<file path="config.mk">
export PLATFORM = sky130hd
export DESIGN_NAME = power_data_object_decoder
export DESIGN_NICKNAME = d
export VERILOG_FILES = /design/src/rtl/core/pdo_pkg.sv /design/src/rtl/core/power_data_object_decoder.sv /design/src/rtl/core/pdo_decode.sv /design/src/rtl/core/pdo_div_cell.sv
export SDC_FILE = /design/constraint.sdc
export NUM_CORES = 2
export LEC_CHECK = 0
export BUFFER_PORTS_ARGS = -buffer_cell sky130_fd_sc_hd__buf_2
export CELL_PAD_IN_SITES_DETAIL_PLACEMENT = 1
export CELL_PAD_IN_SITES_GLOBAL_PLACEMENT = 2
export CORE_MARGIN = 5
export CORE_UTILIZATION = 30
export DETAILED_ROUTE_END_ITERATION = 6
export PLACE_DENSITY_LB_ADDON = 0.1
export SLEW_MARGIN = 20
export SYNTH_ARGS = -nofsm -noshare
export SYNTH_HDL_FRONTEND = slang
export SYNTH_SLANG_ARGS = --single-unit
</file>
<file path="constraint.sdc">
create_clock -name clock -period 29.9 [get_ports clock]
set_input_delay 8.97 -clock clock [delete_from_list [all_inputs] [get_ports clock]]
set_output_delay 8.97 -clock clock [all_outputs]
set_load 0.02 [all_outputs]
</file>
<file path="src/rtl/core/pdo_pkg.sv">
`timescale 1ns / 1ps
// ----------------------------------------------------------------------------
// pdo_pkg
// Shared types and constants for the power data object decoder: object type
// codes, field widths and the item record that moves down the divider chain.
// ----------------------------------------------------------------------------
package pdo_pkg;

   // object type codes, bits 31:30
   localparam logic [1:0] TypeFixed     = 2'd0;
   localparam logic [1:0] TypeBattery   = 2'd1;
   localparam logic [1:0] TypeVariable  = 2'd2;
   localparam logic [1:0] TypeAugmented = 2'd3;

   // augmented subtype codes, bits 29:28
   localparam logic [1:0] AugPps    = 2'd0;
   localparam logic [1:0] AugEprAvs = 2'd1;

   // field widths
   localparam int RawW   = 32;
   localparam int KindW  = 2;
   localparam int VoltW  = 16;
   localparam int CurW   = 16;
   localparam int PwrW   = 19;
   localparam int DivW   = 9;   // avs maximum voltage in 100 mV units
   localparam int NumW   = 22;  // watts * 10000

   // one divider cell per quotient bit below the saturation limit
   localparam int DivCells = CurW;

   // decoded fields plus divider control
   typedef struct packed {
      logic [KindW-1:0] object_type;
      logic [KindW-1:0] augmented_kind;
      logic [VoltW-1:0] volt_max_mv;
      logic [VoltW-1:0] volt_min_mv;
      logic [CurW-1:0]  curr_ma;
      logic [PwrW-1:0]  pwr_mw;
      logic             use_div;
      logic             saturate;
   } pdo_info_type;

   // item record carried from cell to cell
   typedef struct packed {
      pdo_info_type    info;
      logic [DivW-1:0] divisor;
      logic [DivW-1:0] rem;
      logic [CurW-1:0] quo;   // numerator bits still to use, quotient bits shift in
   } pdo_work_type;

endpackage

</file>
<file path="src/rtl/core/power_data_object_decoder.sv">
`timescale 1ns / 1ps
// ----------------------------------------------------------------------------
// power_data_object_decoder
// Decodes one usb pd power data object per item into type, subtype and
// voltage, current and power values.
// ----------------------------------------------------------------------------
// Takes one item per cycle while the result side does not stall and returns
// each result in order after one decode stage and a chain of 16 division
// cells, each producing one bit of the epr avs current quotient. Every item
// flows through the whole chain, whatever its object type. Stages collapse
// bubbles, so a stall on the result side fills the chain before the input
// side is stalled.
module power_data_object_decoder (
   input  logic                       clock,
   input  logic                       reset,
   input  logic                       req_valid,
   output logic                       req_stall,
   input  logic [pdo_pkg::RawW-1:0]   req_raw_object,
   output logic                       rsp_valid,
   input  logic                       rsp_stall,
   output logic [pdo_pkg::KindW-1:0]  rsp_object_type,
   output logic [pdo_pkg::KindW-1:0]  rsp_augmented_kind,
   output logic [pdo_pkg::VoltW-1:0]  rsp_volt_max_mv,
   output logic [pdo_pkg::VoltW-1:0]  rsp_volt_min_mv,
   output logic [pdo_pkg::CurW-1:0]   rsp_curr_ma,
   output logic [pdo_pkg::PwrW-1:0]   rsp_pwr_mw
);
   import pdo_pkg::*;

   localparam int Stages = DivCells + 1;
   localparam int CntW   = $clog2(Stages + 1);

   logic         valid_s [0:DivCells];
   logic         ready_s [0:DivCells];
   pdo_work_type work_s  [0:DivCells];
   logic         in_ready;
   pdo_work_type last;
   logic         req_fire;
   logic         rsp_fire;
   logic [CntW-1:0] in_flight_ff;
   logic [CntW-1:0] in_flight_in;

   // front decode stage
   pdo_decode u_decode (
      .clock     (clock),
      .reset     (reset),
      .in_valid  (req_valid),
      .in_ready  (in_ready),
      .in_raw    (req_raw_object),
      .out_valid (valid_s[0]),
      .out_ready (ready_s[0]),
      .out_work  (work_s[0])
   );

   // division cell chain
   for (genvar i = 0; i < DivCells; i++) begin : g_cell
      pdo_div_cell u_cell (
         .clock     (clock),
         .reset     (reset),
         .in_valid  (valid_s[i]),
         .in_ready  (ready_s[i]),
         .in_work   (work_s[i]),
         .out_valid (valid_s[i+1]),
         .out_ready (ready_s[i+1]),
         .out_work  (work_s[i+1])
      );
   end

   assign req_stall         = !in_ready;
   assign ready_s[DivCells] = !rsp_stall;

   // result selection
   assign last               = work_s[DivCells];
   assign rsp_valid          = valid_s[DivCells];
   assign rsp_object_type    = last.info.object_type;
   assign rsp_augmented_kind = last.info.augmented_kind;
   assign rsp_volt_max_mv    = last.info.volt_max_mv;
   assign rsp_volt_min_mv    = last.info.volt_min_mv;
   assign rsp_pwr_mw         = last.info.pwr_mw;

   always_comb begin
      priority if (!last.info.use_div) begin
         rsp_curr_ma = last.info.curr_ma;
      end else if (last.info.saturate) begin
         rsp_curr_ma = '1;
      end else begin
         rsp_curr_ma = last.quo;
      end
   end

   // items in flight
   assign req_fire = req_valid && !req_stall;
   assign rsp_fire = rsp_valid && !rsp_stall;

   always_comb begin
      in_flight_in = in_flight_ff;
      if (req_fire && !rsp_fire) begin
         in_flight_in = in_flight_ff + CntW'(1);
      end else if (rsp_fire && !req_fire) begin
         in_flight_in = in_flight_ff - CntW'(1);
      end
   end

   always_ff @(posedge clock) begin
      if (reset) begin
         in_flight_ff <= '0;
      end else begin
         in_flight_ff <= in_flight_in;
      end
   end

   // input is only stalled when every stage holds an item
   a_stall_only_full: assert property (@(posedge clock) disable iff (reset)
      req_stall |-> in_flight_ff == CntW'(Stages))
      else $error("input stalled with free stages");

   // item count never exceeds the number of stages
   a_count_bound: assert property (@(posedge clock) disable iff (reset)
      in_flight_ff <= CntW'(Stages))
      else $error("more items in flight than stages");

   // subtype only reported for augmented objects
   a_kind_zero: assert property (@(posedge clock) disable iff (reset)
      rsp_valid && rsp_object_type != TypeAugmented |-> rsp_augmented_kind == '0)
      else $error("subtype set on non-augmented object");

   // battery objects carry no current and no minimum voltage
   a_battery_zero: assert property (@(posedge clock) disable iff (reset)
      rsp_valid && rsp_object_type == TypeBattery
      |-> rsp_curr_ma == '0 && rsp_volt_min_mv == '0)
      else $error("battery object with current or minimum voltage");

endmodule

</file>
<file path="src/rtl/core/pdo_decode.sv">
`timescale 1ns / 1ps
// ----------------------------------------------------------------------------
// pdo_decode
// Front stage: splits the raw object into fields, scales them to mV, mA and
// mW and sets up the avs current division for the cell chain.
// ----------------------------------------------------------------------------
module pdo_decode (
   input  logic                       clock,
   input  logic                       reset,
   input  logic                       in_valid,
   output logic                       in_ready,
   input  logic [pdo_pkg::RawW-1:0]   in_raw,
   output logic                       out_valid,
   input  logic                       out_ready,
   output pdo_pkg::pdo_work_type      out_work
);
   import pdo_pkg::*;

   logic         valid_ff;
   pdo_work_type work_ff;
   pdo_work_type work_in;

   logic [9:0]      mul_a;
   logic [9:0]      mul_b;
   logic [19:0]     prod;
   logic [DivW-1:0] v100;
   logic [7:0]      watts;
   logic [NumW-1:0] num;

   // shared field product for fixed, variable and pps power
   assign prod  = 20'(mul_a) * 20'(mul_b);
   assign v100  = in_raw[25:17];
   assign watts = in_raw[7:0];
   assign num   = NumW'(watts) * NumW'(10000);

   // field decode
   always_comb begin
      work_in = '0;
      mul_a   = '0;
      mul_b   = '0;
      work_in.info.object_type = in_raw[31:30];
      unique case (in_raw[31:30])
         TypeFixed: begin
            mul_a = in_raw[19:10];
            mul_b = in_raw[9:0];
            work_in.info.volt_max_mv = VoltW'(in_raw[19:10]) * VoltW'(50);
            work_in.info.curr_ma     = CurW'(in_raw[9:0]) * CurW'(10);
            work_in.info.pwr_mw      = PwrW'(prod >> 1);
         end
         TypeVariable: begin
            mul_a = in_raw[29:20];
            mul_b = in_raw[9:0];
            work_in.info.volt_max_mv = VoltW'(in_raw[29:20]) * VoltW'(50);
            work_in.info.volt_min_mv = VoltW'(in_raw[19:10]) * VoltW'(50);
            work_in.info.curr_ma     = CurW'(in_raw[9:0]) * CurW'(10);
            work_in.info.pwr_mw      = PwrW'(prod >> 1);
         end
         TypeBattery: begin
            work_in.info.volt_max_mv = VoltW'(in_raw[29:20]) * VoltW'(50);
            work_in.info.pwr_mw      = PwrW'(in_raw[9:0]) * PwrW'(250);
         end
         default: begin
            work_in.info.augmented_kind = in_raw[29:28];
            unique case (in_raw[29:28])
               AugPps: begin
                  // 100 mV times 50 mA over 1000 is five per unit product
                  mul_a = 10'(in_raw[24:17]);
                  mul_b = 10'(in_raw[6:0]) * 10'd5;
                  work_in.info.volt_max_mv = VoltW'(in_raw[24:17]) * VoltW'(100);
                  work_in.info.volt_min_mv = VoltW'(in_raw[15:8]) * VoltW'(100);
                  work_in.info.curr_ma     = CurW'(in_raw[6:0]) * CurW'(50);
                  work_in.info.pwr_mw      = PwrW'(prod);
               end
               AugEprAvs: begin
                  work_in.info.volt_max_mv = VoltW'(v100) * VoltW'(100);
                  work_in.info.volt_min_mv = VoltW'(in_raw[15:8]) * VoltW'(100);
                  work_in.info.pwr_mw      = PwrW'(watts) * PwrW'(1000);
                  work_in.info.use_div     = (v100 != '0);
                  // quotient over 16 bits when the top numerator bits reach the divisor
                  work_in.info.saturate = (DivW'(num[NumW-1:CurW]) >= v100);
                  work_in.divisor = v100;
                  work_in.rem     = DivW'(num[NumW-1:CurW]);
                  work_in.quo     = num[CurW-1:0];
               end
               default: begin
                  // unknown subtype leaves all values at zero
               end
            endcase
         end
      endcase
   end

   // stage register with bubble collapse
   assign in_ready = !valid_ff || out_ready;

   always_ff @(posedge clock) begin
      if (reset) begin
         valid_ff <= 1'b0;
      end else if (in_ready) begin
         valid_ff <= in_valid;
      end
   end

   always_ff @(posedge clock) begin
      if (in_ready) begin
         work_ff <= work_in;
      end
   end

   assign out_valid = valid_ff;
   assign out_work  = work_ff;

endmodule

</file>
<file path="src/rtl/core/pdo_div_cell.sv">
`timescale 1ns / 1ps
// ----------------------------------------------------------------------------
// pdo_div_cell
// One restoring division step: shifts in the next numerator bit, subtracts
// the divisor when it fits and shifts the quotient bit in.
// ----------------------------------------------------------------------------
module pdo_div_cell (
   input  logic                  clock,
   input  logic                  reset,
   input  logic                  in_valid,
   output logic                  in_ready,
   input  pdo_pkg::pdo_work_type in_work,
   output logic                  out_valid,
   input  logic                  out_ready,
   output pdo_pkg::pdo_work_type out_work
);
   import pdo_pkg::*;

   logic         valid_ff;
   pdo_work_type work_ff;
   pdo_work_type work_in;
   logic [DivW:0] trial;
   logic          fits;

   // one quotient bit
   assign trial = {in_work.rem, in_work.quo[CurW-1]};
   assign fits  = (trial >= {1'b0, in_work.divisor});

   always_comb begin
      work_in     = in_work;
      work_in.rem = fits ? DivW'(trial - {1'b0, in_work.divisor}) : trial[DivW-1:0];
      work_in.quo = {in_work.quo[CurW-2:0], fits};
   end

   // stage register with bubble collapse
   assign in_ready = !valid_ff || out_ready;

   always_ff @(posedge clock) begin
      if (reset) begin
         valid_ff <= 1'b0;
      end else if (in_ready) begin
         valid_ff <= in_valid;
      end
   end

   always_ff @(posedge clock) begin
      if (in_ready) begin
         work_ff <= work_in;
      end
   end

   assign out_valid = valid_ff;
   assign out_work  = work_ff;

   // remainder stays below the divisor on a live unsaturated division
   a_rem_below_divisor: assert property (@(posedge clock) disable iff (reset)
      valid_ff && work_ff.info.use_div && !work_ff.info.saturate
      |-> work_ff.rem < work_ff.divisor)
      else $error("divider cell remainder not below divisor");

endmodule

</file>
==> flow_summary_export.csv <==
group,metric,value,unit
floorplanning,die_x,492.6,um
pwr,vdd_drop_max,0.04901,mV
routing,wl,144400,um
routing,avgViaCountPerCell,4.295,
final_layout,drive_above_1_share,9.679,%
critical_path,crit_type,"primary input to output pin",
yosys,synth-seq-cells,1672,
clocking,cts_setup_buffers,0,
floorplanning,coreArea,232300,sq um
final_layout,mostFrequentLayoutCell,"edfxtp_1",
timing,fin_crit,21.47,ns
timing,setup_viol,0,
clocking,cts_tree,"done",
placed_design,dp_hpwl,107500,um
critical_path,path_max_fanout,45,
global_routing,met3_usage,2.098,%
run_status,outcome,"complete, no violations",
yosys,synthFlopType,"edfxtp_1",
final_layout,nNetsFinal,5161,
clocking,cts_buffers,179,
routing,drc,0,
routing,drt_iter0_drc,1486,
routing,ant_nets,0,
clocking,clkSinkCount,1672,
global_routing,grt.overflow.total,0,
critical_path,end_kind,"output pin",
timing,rsz0062_at_grt,"no",
final_layout,mostFrequentLayoutCells,"edfxtp_1, ha_1, inv_1, nor2_1, a21oi_1",
floorplanning,core.rowCount,177,
yosys,synth_area_per_cell,16.18,sq um
timing,worst_pin_slew,0.9629,ns
floorplanning,design.die.area,242700,sq um
global_routing,antenna_found_initial,13,
final_layout,area_growth,13.87,%
routing,avgRoutedWirePerCell,18.69,um
critical_path,cp-start-kind,"primary input",
run,drv_cap,0,
yosys,yosys_warnings,0,
pwr,total_power,6.856,mW
yosys,synth_seq_area_share,71.60,%
clocking,clk_pin_slew,0.06,ns
yosys,netlist_area,69880,sq um
global_routing,grt_use_total,12.13,%
timing,max_freq,0.04658,GHz
critical_path,cp_cell_sequence,"buf_2 > and3_1 > inv_4 > nor2_4 > and3_1 > buf_4 > nand4_1 > buf_4 > nor2_1 > nand3_4 > inv_1 > buf_2",
placed_design,dp_worst_setup_slack,8.335,ns
critical_path,cp.required,20.93,ns
final_layout,fill_cells,23618,
clocking,post_cts_resized,0,
timing,timing.final.crit_share,71.80,%
pwr,p_leak,32.31,nW
global_routing,grt.met2_usage,21.08,%
global_routing,grt_pass1_wl,226900,um
final_layout,stdcell_count,7725,
floorplanning,die_h,492.6,um
global_routing,globalRouteMet1Util,15.68,%
routing,vias,33179,
clocking,clk_latency,0.80,ns
timing,drv_slew,0,
pwr,powerDensity,86.15,nW/um^2
timing,hold_viol,0,
timing,fin_skew,0.04468,ns
floorplanning,pin_count,109,
yosys,synth_edf_count,1655,
floorplanning,start_util,30.08,%
timing,timing.slew.headroom,35.67,%
critical_path,cpPeakStageDelay,0.60,ns
clocking,clock_path_buffers,3,
timing,setup_ws,8.431,ns
timing,fin_tns_setup,0,ns
clocking,htreeDepth,4,
clocking,holdBufCountCts,0,
clocking,cts_root_buffer,"clkbuf_16",
global_routing,grt_pass1_vias,36607,
placed_design,placed_cells,7396,
global_routing,grt_max_degree,68,
yosys,ys_types,75,
yosys,synth_cells,4320,
critical_path,cp.arrival,12.50,ns
global_routing,top_usage_layer,"met2",
yosys,async_flop_share,0,%
hold_path,worstHoldPathType,"flip-flop to flip-flop",
critical_path,cp_slowest_cell,"nor2_1",
placed_design,io_buffers,106,
routing,first_pass_iters,5,
placed_design,place_congestion,0.7840,
==> registers in the layout (all words and copies together), names as in the netlist <==
name	count
g_cell.u_cell.out_valid	16
g_cell.u_cell.out_work	1560
u_decode.out_valid	1
u_decode.out_work	95
==> critical path: cells and delay by family <==
kind | cells | cell delay (ns)
buffers and inverters | 6 | 1.30
AND/OR/NAND/NOR | 6 | 2.20
==> power breakdown <==
part / internal (mW) / switching [mW]
combinational: 0.601 / 0.822
clock: 1.19 / 0.896
sequential: 3.18 / 0.171
==> cell type report <==
class	instances	area [sq um]	area share, %
Clock inverter	108	929.6	1.168
Antenna cell	2	5.005	0.006289
Inverter	442	1669	2.097
Multi-Input combinational cell	2099	17670	22.21
Clock buffer	219	4672	5.871
Sequential cell	1672	50040	62.88
Timing Repair Buffer	140	785.8	0.9874
Tap cell	3043	3807	4.784
==> metrics by stage <==
step | hold WS [ns] | area, sq um | utilization, %
finish | 0.3947 | 79580 | 34.25
global route | 0.4057 | 79580 | 34.25
CTS | 0.3972 | 79570 | 34.25
detailed placement | 0.4052 | 73970 | 31.84
global placement | 0.4009 | 73970 | 31.84
floorplan | 0.4003 | 69890 | -
==> final timing paths <==
check                                                              start                                      end  slack [ns]  cells after the start
worst max-delay path                                           rsp_stall                                req_stall        8.43                     12
worst min-delay path             g_cell[10].u_cell.out_work[0]$_DFFE_PP_  g_cell[11].u_cell.out_work[1]$_DFFE_PP_        0.39                      0
worst max register to register  g_cell[15].u_cell.out_valid$_SDFFE_PP0P_      u_decode.out_work[11]$_SDFFCE_PP0N_       25.35                     10
worst min register to register   g_cell[10].u_cell.out_work[0]$_DFFE_PP_  g_cell[11].u_cell.out_work[1]$_DFFE_PP_        0.39                      0
==> layer usage <==
metal | routed length (um) | vias to the layer above
li1 | - | 16219
met1 | 64670 | 16378
met2 | 72280 | 386
met3 | 4274 | 196
met4 | 3168 | 0
met5 | 0 | -
==> Yosys cell counts, types with 55 or more instances <==
| library cell | number | area share [%] |
|---|---|---|
| nand2_1 | 155 | 0.83 |
| fa_1 | 140 | 4.0 |
| o21ai_0 | 106 | 0.76 |
| xor2_1 | 75 | 0.94 |
| nor2_1 | 220 | 1.2 |
| edfxtp_1 | 1655 | 71 |
| nand2b_1 | 61 | 0.55 |
| xnor2_1 | 105 | 1.3 |
| inv_1 | 441 | 2.4 |
| nor2b_1 | 76 | 0.68 |
| buf_4 | 55 | 0.59 |
| a21oi_1 | 215 | 1.5 |
| ha_1 | 451 | 8.1 |
| a21o_1 | 78 | 0.84 |
==> cell families after synthesis <==
group,Yosys count,synth area share (%)
buffers and inverters,550,3.293
DFF,1672,71.60
other,1,0.005366
AOI/OAI and AO/OA,617,5.638
xor gates and xnor gates,180,2.256
adders and majority gates,591,12.09
muxes,28,0.4512
and+or+nand+nor,681,4.671
(Power assumes the default switching activity.)
